## config.mk

```make
export PLATFORM = sky130hd
export DESIGN_NAME = string_hash_multi_mode_unit
export DESIGN_NICKNAME = d
export VERILOG_FILES = /design/src/hw/rtl/shmm_pkg.sv /design/src/hw/rtl/shmm_cfg_regs.sv /design/src/hw/rtl/shmm_core.sv /design/src/hw/rtl/string_hash_multi_mode_unit.sv
export SDC_FILE = /design/constraint.sdc
export NUM_CORES = 1
export LEC_CHECK = 0
export BUFFER_PORTS_ARGS = -buffer_cell sky130_fd_sc_hd__buf_2
export CAP_MARGIN = 0
export CELL_PAD_IN_SITES_DETAIL_PLACEMENT = 1
export CELL_PAD_IN_SITES_GLOBAL_PLACEMENT = 1
export CORE_UTILIZATION = 44
export DETAILED_ROUTE_END_ITERATION = 16
export GPL_TIMING_DRIVEN = 0
export HOLD_SLACK_MARGIN = 0.05
export PLACE_DENSITY = 0.8
export SYNTH_ARGS = -nofsm -noshare
export SYNTH_HDL_FRONTEND = slang
export SYNTH_SLANG_ARGS = --single-unit
export TNS_END_PERCENT = 10
```

## constraint.sdc

```tcl
create_clock -name clk -period 6.4 [get_ports clk]
set_input_delay 0.32 -clock clk [delete_from_list [all_inputs] [get_ports clk]]
set_output_delay 0.32 -clock clk [all_outputs]
set_load 0.02 [all_outputs]
```

## src/hw/rtl/shmm_pkg.sv

```systemverilog
`default_nettype none
// ----------------------------------------------------------------------------
// shmm_pkg
// Shared types, constants and the per-byte fold function of the string hash
// ----------------------------------------------------------------------------
package shmm_pkg;

    localparam int MAX_CHARS_DEFAULT = 32;

    localparam int CFG_INDEX_W = 3;

    localparam logic [31:0] INIT_VALUE_RESET = 32'd5381;
    localparam logic [31:0] HASH_MASK_RESET  = 32'hFFFF_FFFF;
    localparam logic [7:0]  END_CHAR_RESET   = 8'd0;

    typedef enum logic [1:0] {
        MODE_DJB2  = 2'd0,
        MODE_DJB2A = 2'd1,
        MODE_SDBM  = 2'd2
    } hash_mode_t;

    typedef enum logic [CFG_INDEX_W-1:0] {
        REG_HASH_MODE   = 3'd0,
        REG_HASH_MASK   = 3'd1,
        REG_INIT_VALUE  = 3'd2,
        REG_END_CHAR    = 3'd3,
        REG_ZERO_FIX_EN = 3'd4
    } cfg_index_t;

    typedef struct packed {
        logic [1:0]  hash_mode;
        logic [31:0] hash_mask;
        logic [31:0] init_value;
        logic [7:0]  end_char;
        logic        zero_fix_enable;
    } cfg_t;

    function automatic logic [31:0] fold(input logic [1:0] mode,
                                         input logic [31:0] h,
                                         input logic [7:0] b);
        logic [31:0] h33;
        logic [31:0] res;
        h33 = (h << 5) + h;
        case (mode)
            MODE_DJB2:  res = h33 + {24'd0, b};
            MODE_DJB2A: res = h33 ^ {24'd0, b};
            default:    res = {24'd0, b} + (h << 6) + (h << 16) - h;
        endcase
        return res;
    endfunction

endpackage
`default_nettype wire

```

## src/hw/rtl/shmm_cfg_regs.sv

```systemverilog
`default_nettype none
// ----------------------------------------------------------------------------
// shmm_cfg_regs
// Configuration register file written through the index/data channel
// ----------------------------------------------------------------------------
module shmm_cfg_regs (
    input  wire logic                              clk,
    input  wire logic                              rst_n,
    input  wire logic                              cfg_valid,
    input  wire logic [shmm_pkg::CFG_INDEX_W-1:0]  cfg_index,
    input  wire logic [31:0]                       cfg_data,
    output shmm_pkg::cfg_t                         cfg
);

    shmm_pkg::cfg_t cfg_reg;
    shmm_pkg::cfg_t cfg_next;

    always_comb
    begin
        cfg_next = cfg_reg;
        if (cfg_valid)
        begin
            unique case (cfg_index)
                shmm_pkg::REG_HASH_MODE:   cfg_next.hash_mode       = cfg_data[1:0];
                shmm_pkg::REG_HASH_MASK:   cfg_next.hash_mask       = cfg_data;
                shmm_pkg::REG_INIT_VALUE:  cfg_next.init_value      = cfg_data;
                shmm_pkg::REG_END_CHAR:    cfg_next.end_char        = cfg_data[7:0];
                shmm_pkg::REG_ZERO_FIX_EN: cfg_next.zero_fix_enable = cfg_data[0];
                default:                   cfg_next = cfg_reg;
            endcase
        end
    end

    always_ff @(posedge clk or negedge rst_n)
    begin
        if (!rst_n)
        begin
            cfg_reg.hash_mode       <= shmm_pkg::MODE_DJB2;
            cfg_reg.hash_mask       <= shmm_pkg::HASH_MASK_RESET;
            cfg_reg.init_value      <= shmm_pkg::INIT_VALUE_RESET;
            cfg_reg.end_char        <= shmm_pkg::END_CHAR_RESET;
            cfg_reg.zero_fix_enable <= 1'b1;
        end
        else
        begin
            cfg_reg <= cfg_next;
        end
    end

    assign cfg = cfg_reg;

endmodule
`default_nettype wire

```

## src/hw/rtl/shmm_core.sv

```systemverilog
`default_nettype none
// ----------------------------------------------------------------------------
// shmm_core
// Input register, per-string hash state and result register
// ----------------------------------------------------------------------------
module shmm_core #(
    parameter int MAX_CHARS = shmm_pkg::MAX_CHARS_DEFAULT
) (
    input  wire logic           clk,
    input  wire logic           rst_n,
    input  wire shmm_pkg::cfg_t cfg,
    input  wire logic           in_valid,
    output logic                in_stall,
    input  wire logic [7:0]     char_byte,
    input  wire logic           last_item,
    input  wire logic           empty_string,
    output logic                out_valid,
    input  wire logic           out_stall,
    output logic [31:0]         hash_value
);

    localparam int CW = $clog2(MAX_CHARS + 1);
    localparam logic [CW-1:0] MAX_CNT = CW'(MAX_CHARS);

    // input register
    logic        in_valid_reg, in_valid_next;
    logic [7:0]  in_byte_reg;
    logic        in_last_reg;
    logic        in_empty_reg;

    // string state
    logic [31:0]   hash_acc_reg, hash_acc_next;
    logic [CW-1:0] byte_count_reg, byte_count_next;
    logic          stopped_reg, stopped_next;
    logic [7:0]    first_byte_reg, first_byte_next;
    logic          mid_string_reg, mid_string_next;

    // result register
    logic        out_valid_reg, out_valid_next;
    logic [31:0] out_hash_reg, out_hash_next;

    logic        produce;
    logic        advance;
    logic        start;
    logic [31:0] h0;
    logic [CW-1:0] cnt0;
    logic        stop0;
    logic [31:0] masked;
    logic [31:0] first_masked;

    assign produce  = in_last_reg | in_empty_reg;
    assign advance  = in_valid_reg & (~produce | ~out_valid_reg | ~out_stall);
    assign in_stall = in_valid_reg & ~advance;
    assign start    = ~mid_string_reg;

    always_comb
    begin
        h0    = start ? cfg.init_value : hash_acc_reg;
        cnt0  = start ? '0 : byte_count_reg;
        stop0 = start ? 1'b0 : stopped_reg;

        hash_acc_next   = hash_acc_reg;
        byte_count_next = byte_count_reg;
        stopped_next    = stopped_reg;
        first_byte_next = first_byte_reg;
        mid_string_next = mid_string_reg;
        out_hash_next   = out_hash_reg;
        masked          = '0;
        first_masked    = '0;

        if (advance)
        begin
            if (in_empty_reg)
            begin
                hash_acc_next   = cfg.init_value;
                byte_count_next = '0;
                stopped_next    = 1'b0;
                mid_string_next = 1'b0;
                out_hash_next   = cfg.zero_fix_enable ? 32'd0
                                                      : (cfg.init_value & cfg.hash_mask);
            end
            else
            begin
                hash_acc_next   = h0;
                byte_count_next = cnt0;
                stopped_next    = stop0;
                first_byte_next = start ? in_byte_reg : first_byte_reg;
                if (!stop0 && (cnt0 < MAX_CNT))
                begin
                    if (in_byte_reg == cfg.end_char)
                    begin
                        stopped_next = 1'b1;
                    end
                    else
                    begin
                        hash_acc_next   = shmm_pkg::fold(cfg.hash_mode, h0, in_byte_reg);
                        byte_count_next = cnt0 + 1'b1;
                    end
                end
                mid_string_next = ~in_last_reg;

                if (in_last_reg)
                begin
                    masked       = hash_acc_next & cfg.hash_mask;
                    first_masked = {24'd0, first_byte_next} & cfg.hash_mask;
                    if (masked == 32'd0 && cfg.zero_fix_enable)
                    begin
                        out_hash_next = (first_masked == 32'd0) ? 32'd1 : first_masked;
                    end
                    else
                    begin
                        out_hash_next = masked;
                    end
                end
            end
        end

        if (advance && produce)
        begin
            out_valid_next = 1'b1;
        end
        else if (!out_stall)
        begin
            out_valid_next = 1'b0;
        end
        else
        begin
            out_valid_next = out_valid_reg;
        end

        in_valid_next = in_stall ? in_valid_reg : in_valid;
    end

    always_ff @(posedge clk or negedge rst_n)
    begin
        if (!rst_n)
        begin
            in_valid_reg   <= 1'b0;
            hash_acc_reg   <= shmm_pkg::INIT_VALUE_RESET;
            byte_count_reg <= '0;
            stopped_reg    <= 1'b0;
            first_byte_reg <= '0;
            mid_string_reg <= 1'b0;
            out_valid_reg  <= 1'b0;
        end
        else
        begin
            in_valid_reg   <= in_valid_next;
            hash_acc_reg   <= hash_acc_next;
            byte_count_reg <= byte_count_next;
            stopped_reg    <= stopped_next;
            first_byte_reg <= first_byte_next;
            mid_string_reg <= mid_string_next;
            out_valid_reg  <= out_valid_next;
        end
    end

    always_ff @(posedge clk)
    begin
        if (in_valid && !in_stall)
        begin
            in_byte_reg  <= char_byte;
            in_last_reg  <= last_item;
            in_empty_reg <= empty_string;
        end
        out_hash_reg <= out_hash_next;
    end

    assign out_valid  = out_valid_reg;
    assign hash_value = out_hash_reg;

    a_no_stall_when_empty: assert property (@(posedge clk) disable iff (!rst_n)
        !in_valid_reg |-> !in_stall)
        else $error("input stalled with no word held");

    a_count_bound: assert property (@(posedge clk) disable iff (!rst_n)
        byte_count_reg <= MAX_CNT)
        else $error("byte count beyond limit");

    a_result_loaded: assert property (@(posedge clk) disable iff (!rst_n)
        advance && produce |=> out_valid_reg)
        else $error("final word did not load a result");

    a_string_closed: assert property (@(posedge clk) disable iff (!rst_n)
        advance && produce |=> !mid_string_reg)
        else $error("string still open after final word");

endmodule
`default_nettype wire

```

## src/hw/rtl/string_hash_multi_mode_unit.sv

```systemverilog
`default_nettype none
// ----------------------------------------------------------------------------
// string_hash_multi_mode_unit
// djb2 / djb2a / sdbm string hash over a byte stream with masking and fixup
// ----------------------------------------------------------------------------
//  channel | handshake             | payload
//  --------+-----------------------+-------------------------------------------
//  in      | in_valid / in_stall   | char_byte, last_item, empty_string
//  out     | out_valid / out_stall | hash_value
//  cfg     | cfg_valid / cfg_ready | cfg_index, cfg_data
//
//  one byte per cycle sustained unless a final word waits on a stalled result; the
//  final word passes through the input register, then the result register
//  the hash accumulator update is a combinational add/shift in the core
//  in_stall rises only when a final or empty-string word waits on a stalled held result
//  reset loads the register defaults and clears all string state
//  cfg_ready is always high
// ----------------------------------------------------------------------------
module string_hash_multi_mode_unit #(
    parameter int MAX_CHARS = shmm_pkg::MAX_CHARS_DEFAULT
) (
    input  wire logic                              clk,
    input  wire logic                              rst_n,
    input  wire logic                              in_valid,
    output logic                                   in_stall,
    input  wire logic [7:0]                        char_byte,
    input  wire logic                              last_item,
    input  wire logic                              empty_string,
    output logic                                   out_valid,
    input  wire logic                              out_stall,
    output logic [31:0]                            hash_value,
    input  wire logic                              cfg_valid,
    output logic                                   cfg_ready,
    input  wire logic [shmm_pkg::CFG_INDEX_W-1:0]  cfg_index,
    input  wire logic [31:0]                       cfg_data
);

    shmm_pkg::cfg_t cfg;

    assign cfg_ready = 1'b1;

    shmm_cfg_regs u_cfg (
        .clk       (clk),
        .rst_n     (rst_n),
        .cfg_valid (cfg_valid),
        .cfg_index (cfg_index),
        .cfg_data  (cfg_data),
        .cfg       (cfg)
    );

    shmm_core #(
        .MAX_CHARS (MAX_CHARS)
    ) u_core (
        .clk          (clk),
        .rst_n        (rst_n),
        .cfg          (cfg),
        .in_valid     (in_valid),
        .in_stall     (in_stall),
        .char_byte    (char_byte),
        .last_item    (last_item),
        .empty_string (empty_string),
        .out_valid    (out_valid),
        .out_stall    (out_stall),
        .hash_value   (hash_value)
    );

endmodule
`default_nettype wire

```

# Word-level counts from Yosys, hierarchy flattened
# Cells that the tools add are included.
dict set report op_classes {
  addsub 6
  n_lt_le_gt_ge 1
  eq_ne 7
  mux 24
  bitwise 15
  n_reduce_logical 18
}
# op n
set ops {}
lappend ops {{$mux W32} 11}
lappend ops {{$add A32 B32 Y32} 2}
lappend ops {{$and A32 B32 Y32} 2}
lappend ops {{$logic_not A32 Y1} 2}
lappend ops {{$pmux W32 S2} 1}
lappend ops {{$add A32 B8 Y32} 1}
lappend ops {{$add A8 B32 Y32} 1}
lappend ops {{$and A8 B32 Y32} 1}
lappend ops {{$sub A32 B32 Y32} 1}
lappend ops {{$xor A32 B8 Y32} 1}
lappend ops {{$mux W6} 4}
lappend ops {{$reduce_and A2 Y1} 7}
lappend ops {{$eq A8 B8 Y1} 1}
lappend ops {{$mux W8} 1}
lappend ops {{$mux W1} 7}
lappend ops {{$add A6 B1 Y6 const B} 1}
lappend ops {{$eq A3 B2 Y1 const B} 2}
lappend ops {{$lt A6 B6 Y1 const B} 1}
lappend ops {{$not A1 Y1} 6}
lappend ops {{$logic_and A1 B1 Y1} 4}
lappend ops {{$eq A3 B1 Y1 const B} 1}
lappend ops {{$eq A3 B3 Y1 const B} 1}
lappend ops {{$logic_not A3 Y1} 1}
lappend ops {{$or A1 B1 Y1} 3}
lappend ops {{6 further kinds} 8}
dict set report totals {
  reg_bits 167
  inputBits 50
  output_inout_bits 35
  word_cells 87
}

# Longest topological paths before layout
# Gate-level depths: netlist of the first run.
dict set report depth {
  depth_word 15
  depth_mapped 23
  mapped_depth_nobuf 19
}

# By module
# Synthesis of the first run repeated with hierarchy kept, for this count alone.
dict set report unflattened {
  cells_unflattened 1515
  area_unflattened_um2 14177.3
}
# module instances cells_per_inst area_per_inst_um2 seq_area_each_um2
set by_module_without_submodules {}
lappend by_module_without_submodules {shmm_core 1 1350 10976.8 2518.7}
lappend by_module_without_submodules {shmm_cfg_regs 1 163 3189.3 1924.3}
lappend by_module_without_submodules {string_hash_multi_mode_unit 1 2 11.3 0.0}

# Least setup slack after synthesis of the first run
# No wires, ideal clock.
dict set report synth_path {
  kind {register to register}
  startpoint {register u_core.mid_string_reg}
  endpoint {register u_core.out_hash_reg[5], in the netlist u_core.hash_value[5], data pin}
  setup_time_ps 259
  t_arrival_ps 5933
  required_time_ps 6141
  path_slack_ps 208
  stages_incl_launch_ff 24
  path_buffers 6
  period_less_slack_ps 6192
  path_cell_list {dfrtp_1 -> clkbuf_1 -> buf_2 -> buf_1 -> clkbuf_1 -> buf_2 -> mux2i_1 -> inv_1 -> fa_1 -> inv_1 -> ha_1 -> and3_1 -> clkbuf_1 -> and4_1 -> a221oi_1 -> o221ai_1 -> or3_1 -> nand4b_1 -> o311ai_0 -> a2111oi_0 -> o2111ai_1 -> a2111oi_4 -> and3_1 -> o31ai_1}
}
dict set report synth_via {
  elab_chain_len 15
  elab_cells_between_ends 27
  cone_classes {5 x add/sub; 1 x order compare; 13 x mux; 3 x bitwise; 5 x reduce/logical}
}
# item line_no
set synth_rtl {}
lappend synth_rtl {{from (decl)} shmm_core.sv:36} ;# logic mid_string_reg, mid_string_next;
lappend synth_rtl {{from (signal assigned)} shmm_core.sv:153} ;# mid_string_reg <= mid_string_next;
lappend synth_rtl {{$mux W32} shmm_core.sv:58} ;# h0 = start ? cfg.init_value : hash_acc_reg;
lappend synth_rtl {{$add A8 B32 Y32} shmm_pkg.sv:47} ;# default: res = {24'd0, b} + (h << 6) + (h << 16) - h;
lappend synth_rtl {{$add A32 B32 Y32} shmm_pkg.sv:47}
lappend synth_rtl {{$sub A32 B32 Y32} shmm_pkg.sv:47}
lappend synth_rtl {{$pmux W32 S2} shmm_pkg.sv:44} ;# case (mode)
lappend synth_rtl {{$mux W32} shmm_core.sv:90} ;# if (in_byte_reg == cfg.end_char)
lappend synth_rtl {{$mux W32} shmm_core.sv:88} ;# if (!stop0 && (cnt0 < MAX_CNT))
lappend synth_rtl {{$mux W32} shmm_core.sv:73} ;# if (in_empty_reg)
lappend synth_rtl {{$mux W32} shmm_core.sv:71} ;# if (advance)
lappend synth_rtl {{$and A32 B32 Y32} shmm_core.sv:104} ;# masked = hash_acc_next & cfg.hash_mask;
lappend synth_rtl {{$logic_not A32 Y1} shmm_core.sv:106} ;# if (masked == 32'd0 && cfg.zero_fix_enable)
lappend synth_rtl {{$logic_and A1 B1 Y1} shmm_core.sv:106}
lappend synth_rtl {{$mux W32 (*)} shmm_core.sv:106}
lappend synth_rtl {{$mux W32 (*)} shmm_core.sv:102} ;# if (in_last_reg)
lappend synth_rtl {{$mux W32 (*)} shmm_core.sv:73}
lappend synth_rtl {{to (signal assigned)} shmm_core.sv:166} ;# out_hash_reg <= out_hash_next;
lappend synth_rtl {{to (decl)} shmm_core.sv:40} ;# logic [31:0] out_hash_reg, out_hash_next;
# Every way passes the cells marked *; elsewhere a longest branch is shown, timed or not. The select of a mux whose other input is x is not followed.
# A chain may end at the register's enable or synchronous reset.

# Final worst setup path of the first run
# Same ends and word-level chain as after synthesis.

==> flow_metrics.env, run 1 <==
export IMPL_finalMaxSlewViolations=0
export IMPL_dp_hpwl_mm=43.5
export IMPL_dp_slack_ps=-2700
export IMPL_worst_pin_slew_ps=1040
export IMPL_synth_edf_count=42
export IMPL_place_gp_congestion=0.990
export IMPL_postLayoutCoreUtil_pct=51.4
export IMPL_crit_path_top_delay_cell="a211oi_2"
export IMPL_hold_viol_final=0
export IMPL_crit_arrival_ps=6480
export IMPL_critical_path_class="reg -> reg"
export IMPL_synthTopCellsByArea="dfrtp_1 (15%), edfxtp_1 (9.0%), dfstp_2 (8.1%)"
export IMPL_largest_reg_flops=75
export IMPL_synthArstFlopShare_pct=74.9
export IMPL_fin_area_mm2=0.0159
export IMPL_p_leak_nw=6.65
export IMPL_synthFlopType="dfrtp_1"
export IMPL_root_buffer="clkbuf_16"
export IMPL_startpoint_type="flop"
export IMPL_clk_latency_ps=460
export IMPL_vias_per_cell=6.51
export IMPL_grt_pass1_wl_mm=86.7
export IMPL_critPathCaptureType="flop"
export IMPL_critPathTopFamily="compound AO/OA/AOI/OAI gates"
export IMPL_clk_pin_slew_ps=70
export IMPL_nNetsFinal=1820
export IMPL_final_setup_viol_count=0
export IMPL_portBuffers=83
export IMPL_drive_gt1_share_pct=19.7
export IMPL_timing_rr_start="u_core.mid_string_reg"
export IMPL_drt_iter0_drc=1137
export IMPL_critPathBufInv=6
export IMPL_grt_pass1_vias=14300
export IMPL_place_area_mm2=0.0150
export IMPL_slew_headroom_pct=30.4
export IMPL_critPathMostFrequentCell="buf_12"
export IMPL_netlist_area_mm2=0.0140
export IMPL_crit_fanout=10
export IMPL_period_needed_ps=6220
export IMPL_firstDrtPassIters=5
export IMPL_ant_nets=0
export IMPL_fmax_mhz=161
export IMPL_worst_path_stages=20
export IMPL_layout_setup_ws_ps=180
export IMPL_fin_crit_sh_pct=97.2
export IMPL_routed_wl_mm=57.0
export IMPL_powerDensity_mw_per_mm2=653
export IMPL_rows=64
export IMPL_yosysMostFrequentCell="nand2_1"
export IMPL_cp_cell_sequence="buf_12, buf_12, clkbuf_16, mux2i_4, inv_1, ha_1, buf_2, nand3_1, nor4_4, nor3_1, or3_4, a211oi_2, nand4_2, xnor2_1, a211oi_1, a41o_1, a2111oi_4, buf_6, a21oi_2, o31ai_2"
export IMPL_hp_class="in -> reg"
export IMPL_slowest_delay_ps=640
export IMPL_postSynthCellCount=1557
export IMPL_yosysTopAreaCell="dfrtp_1"
export IMPL_drc=0
export IMPL_htree_num_levels=4
export IMPL_antenna_found_initial=1
export IMPL_clock_skew_ps=16.1
export IMPL_area_delta_synth_final_pct=13.8
export IMPL_grt_overflow_total=0
export IMPL_yosysTopAreaCellShare_pct=14.6
export IMPL_post_drt_wl_per_cell_um=27.4
export IMPL_yosysSeqAreaShare_pct=31.7
export IMPL_cts_made_buffers=17
export IMPL_vias=13500
export IMPL_r2r_cells=20
export IMPL_critPathRequiredTime_ps=6660
export IMPL_ir_drop_v=0.000251
export IMPL_outcome="finished, final reports clean"
export IMPL_grt_max_degree=93
export IMPL_coreArea_mm2=0.0310
export IMPL_grt_total_usage_pct=35.3
export IMPL_holdPathStages=1
export IMPL_yosys_top_cells_count="nand2_1 (143), a21oi_1 (113), inv_1 (105)"
export IMPL_initial_utilization_pct=45.2
export IMPL_cts_sinks=167
export IMPL_yosysWarningCount=0
export IMPL_syn_num_nets=1706
export IMPL_synth_avg_cell_area_um2=9.00
export IMPL_cap_viol_max_count=0
export IMPL_die_area_mm2=0.0326
export IMPL_crit_start="u_core.mid_string_reg"
export IMPL_diodes=0
export IMPL_total_power_w=0.0104
export IMPL_cts_tree="yes"
export IMPL_die_y_um=180
export IMPL_cts_buffer_depth=2
export IMPL_synth_cell_types=101
export IMPL_synth_seq_cells=167
export IMPL_boundaryPins=85
export IMPL_die_w_um=180
export IMPL_min_from="empty_string"
==> where the power goes <==
group | total, W | internal, W | switching, W
clock network | 0.00106 | 0.000565 | 0.000492
registers | 0.00166 | 0.00144 | 0.000223
logic | 0.00769 | 0.00277 | 0.00492
total | 0.0104 | 0.00477 | 0.00563
==> routing by layer <==
metal	GRT usage, %	vias to the layer above	share of wire, %
met5	0	-	0
met4	19.8	0	5.5
met3	5.80	198	6.2
met2	58.3	570	47
met1	43.8	6768	41
li1	-	5998	-
==> layout make-up <==
cell class | count | area, µm²
plain buffers | 69 | 342
repair buffers | 97 | 598
multi-input cells | 1213 | 9070
well taps | 396 | 495
fillers | 3582 | 15100
clock inverters | 12 | 101
inverters | 106 | 398
flip-flops and latches | 167 | 4440
clock buffers | 20 | 489
==> path summary, 6_finish.rpt <==
kind / end / slack [ps]
max: u_core.hash_value[5] / 180
min in group asynchronous: u_cfg.cfg[35] / 330
max in group asynchronous: u_cfg.cfg[44] / 5240
max reg2reg: u_core.hash_value[5] / 180
min reg2reg: u_core.hash_acc_reg[2] / 490
min: u_core.in_empty_reg / 50
==> worst register-to-register path, delay by kind of cell, from the launching register on <==
family	cells	cell delay, ps
compound gates	6	1750
xor+xnor	1	450
fa+ha+maj	1	310
buf+inv	6	1160
flops	1	430
mux	1	470
simple gates	5	1460
==> per-stage QoR <==
stage | hold slack (ps) | setup TNS [ps] | std cells
finish | 48.0 | 0 | 2080
global route | 52.1 | -29.1 | 2080
CTS | 60.1 | 0 | 2080
detailed placement | 240 | -49640 | 2037
global placement | 452 | -47300 | 2036
floorplan | 24.4 | 0 | 1557
==> repair_timing <==
action / in CTS / in global routing
hold buffers: 9 / 0
pin swaps: 3 / 3
hold endpoints to repair: 31 / 0
setup endpoints to repair: 47 / 8
buffers inserted: 3 / 1
gates resized for setup: 37 / 18
==> cell usage in the layout (no fill, tap or decap), types with 15 or more instances in the layout <==
cell       count
a211oi_1      25
a21o_1        26
a21oi_1      113
a31oi_1       23
and2_1        22
and3_1        20
buf_2         89
clkbuf_1      48
clkbuf_16     20
dfrtp_1       81
dfstp_2       43
edfxtp_1      42
fa_1          20
ha_1          78
inv_1        102
mux2_2        89
mux2i_1       29
nand2_1      143
nand3_1       38
nand4_1       22
nor2_1        83
nor2b_1       27
nor3_1        22
o211ai_1      18
o21a_1        16
o21ai_0       96
or3_1         15
xnor2_1       39
xor2_1        17
==> kinds of logic (layout without fill, tap and decap cells) <==
family,count (synthesis),after routing,synth area share (%)
AOI/OAI and AO/OA,452,452,21.8
DFF,167,167,31.7
xor gates and xnor gates,57,57,3.62
and+or+nand+nor,476,476,18.1
muxes,128,128,9.94
adders and majority gates,99,99,9.91
other,1,1,0.0268
buffers and inverters,177,304,4.85
No activity file was read; power rests on OpenSTA's default activity.
==> inputs of run 2 (changes only) <==
PLACE_DENSITY = 0.89   (was 0.8)
==> run 2 against run 1 <==
Compared with the run above:
- sequential share of layout area shrank 0.079 points
- flip-flop and latch count unchanged
- sequential power about the same
- via count rose by 6.1%
- highest routed layer is now met5
- cell count is 0.38% higher
- count of clock-buffer cells in the layout decreased by 2
==> flow_metrics.env, run 2 (synthesis gave the netlist of run 1 again) <==
export IMPL_boundaryPins=85
export IMPL_clk_pin_slew_ps=70
export IMPL_placed_cells=2037
export IMPL_slew_headroom_pct=20.6
export IMPL_firstDrtPassIters=6
export IMPL_fin_crit_sh_pct=99.0
export IMPL_die_area_mm2=0.0326
export IMPL_final_setup_viol_count=0
export IMPL_vias_per_cell=6.88
export IMPL_post_drt_wl_per_cell_um=28.6
export IMPL_cts_sinks=167
export IMPL_critical_path_class="reg -> reg"
export IMPL_final_cell_mix="nand2_1 (143), a21oi_1 (112), inv_1 (103)"
export IMPL_ant_nets=0
export IMPL_cap_viol_max_count=0
export IMPL_cts_buffer_depth=2
export IMPL_die_w_um=180
export IMPL_die_y_um=180
export IMPL_powerDensity_mw_per_mm2=667
export IMPL_grt_overflow_total=0
export IMPL_period_needed_ps=6330
export IMPL_antenna_found_initial=1
export IMPL_cp_cell_sequence="buf_12, buf_12, mux2_2, ha_1, fa_1, a211o_1, and3_1, nor4_2, nand3_2, nor3_4, o21ai_0, a32oi_1, nor4b_4, o2111ai_2, a2111oi_4, buf_4, buf_4, and3_1, o31ai_2"
export IMPL_coreArea_mm2=0.0310
export IMPL_rows=64
export IMPL_postLayoutCoreUtil_pct=51.6
export IMPL_cts_tree="yes"
export IMPL_crit_path_top_delay_cell="nor4_2"
export IMPL_total_power_w=0.0107
export IMPL_crit_start="u_core.mid_string_reg"
export IMPL_htree_num_levels=4
export IMPL_layout_commonest_cell="nand2_1"
export IMPL_finalMaxSlewViolations=0
export IMPL_clock_skew_ps=13.1
export IMPL_critPathCaptureType="flop"
export IMPL_outcome="finished, final reports clean"
export IMPL_slowest_delay_ps=500
export IMPL_hold_viol_final=0
export IMPL_crit_fanout=10
export IMPL_grt_max_degree=98
export IMPL_min_from="cfg_data[26]"
export IMPL_place_gp_congestion=0.970
export IMPL_fin_cells=2088
export IMPL_initial_utilization_pct=45.2
export IMPL_root_buffer="clkbuf_16"
export IMPL_place_area_mm2=0.0150
export IMPL_area_delta_synth_final_pct=14.1
export IMPL_fmax_mhz=158
export IMPL_nNetsFinal=1827
export IMPL_critPathRequiredTime_ps=6590
export IMPL_timing_rr_start="u_core.mid_string_reg"
export IMPL_drive_gt1_share_pct=19.9
export IMPL_drt_iter0_drc=1608
export IMPL_hp_class="in -> reg"
export IMPL_portBuffers=83
export IMPL_routed_wl_mm=59.8
export IMPL_p_leak_nw=6.67
export IMPL_cts_made_buffers=17
export IMPL_grt_pass1_vias=14900
export IMPL_fill_cells=3586
export IMPL_fin_setup_tns_ps=0
export IMPL_drc=0
export IMPL_crit_arrival_ps=6520
export IMPL_grt_total_usage_pct=36.3
export IMPL_dp_hpwl_mm=44.2
export IMPL_clk_latency_ps=460
export IMPL_startpoint_type="flop"
export IMPL_rsz0062_at_grt="no"
export IMPL_ir_drop_v=0.000328
export IMPL_vias=14400
export IMPL_largest_reg_flops=75
export IMPL_worst_pin_slew_ps=1180
export IMPL_grt_pass1_wl_mm=88.9
export IMPL_fin_area_mm2=0.0160
==> run 2: changes by cell type in the layout (fill, tap and decap cells not counted), sizes merged <==
cell,change
inv,-2
clkinvlp,+2
diode,+1
clkbuf,-4
bufinv,+2
dlygate4sd3,+2
buf,+7
==> run 2: what timing repair did <==
item / in CTS / in global routing
resized for setup: 36 / 22
pin swaps: 3 / 2
setup buffers: 6 / 4
setup endpoints to repair: 48 / 8
hold buffers: 11 / 0
endpoints found under the hold margin: 38 / 0
==> run 2: final timing paths <==
check / endpoint / slack, ps / depth (start not counted)
hold / removal: u_cfg.cfg[67] / 90 / 3
setup / recovery: u_core.hash_value[5] / 70 / 19
min in group asynchronous: u_core.hash_acc_reg[28] / 300 / 2
max in group asynchronous: u_cfg.cfg[45] / 5260 / 3
hold reg to reg: u_core.hash_acc_reg[14] / 510 / 2
setup reg to reg: u_core.hash_value[5] / 70 / 19
==> run 2: worst max-delay path, delay by kind of cell, from the launching register on <==
kind / cells / cell delay [ps]
adder cells (fa/ha/maj): 2 / 790
flip-flops: 1 / 390
buffers and inverters: 4 / 770
AO/OA/AOI/OAI: 6 / 1580
AND/OR/NAND/NOR: 6 / 2050
multiplexers: 1 / 430
==> run 2: cell type report <==
class / instances / area [µm²] / share of cell area [%]
Timing Repair Buffer: 105 / 659 / 4.13
Inverter: 106 / 398 / 2.49
Antenna cell: 1 / 2.50 / 0.0157
Tap cell: 396 / 495 / 3.10
Multi-Input combinational cell: 1213 / 9080 / 56.8
Clock buffer: 18 / 429 / 2.69
Clock inverter: 14 / 146 / 0.916
Buffer: 68 / 323 / 2.02
Sequential cell: 167 / 4440 / 27.8
==> run 2: power breakdown <==
part / switching (W) / internal [W]
Clock: 0.000497 / 0.000579
Combinational: 0.00508 / 0.00281
Sequential: 0.000247 / 0.00144
==> run 2: metrics by stage <==
step,hold WS (ps),setup WS [ps]
global placement,453,-2560
floorplan,24.4,208
detailed placement,218,-2590
global route,117,13.9
finish,87.7,66.2
CTS,101,6.27
==> run 2: layer usage <==
layer | GRT usage [%] | vias to the layer above | wire length [µm]
met5 | 0 | - | 13
met4 | 22.5 | 2 | 4350
met3 | 9.11 | 343 | 5260
met2 | 59.7 | 891 | 27500
met1 | 42.5 | 7100 | 22600
li1 | - | 6019 | -
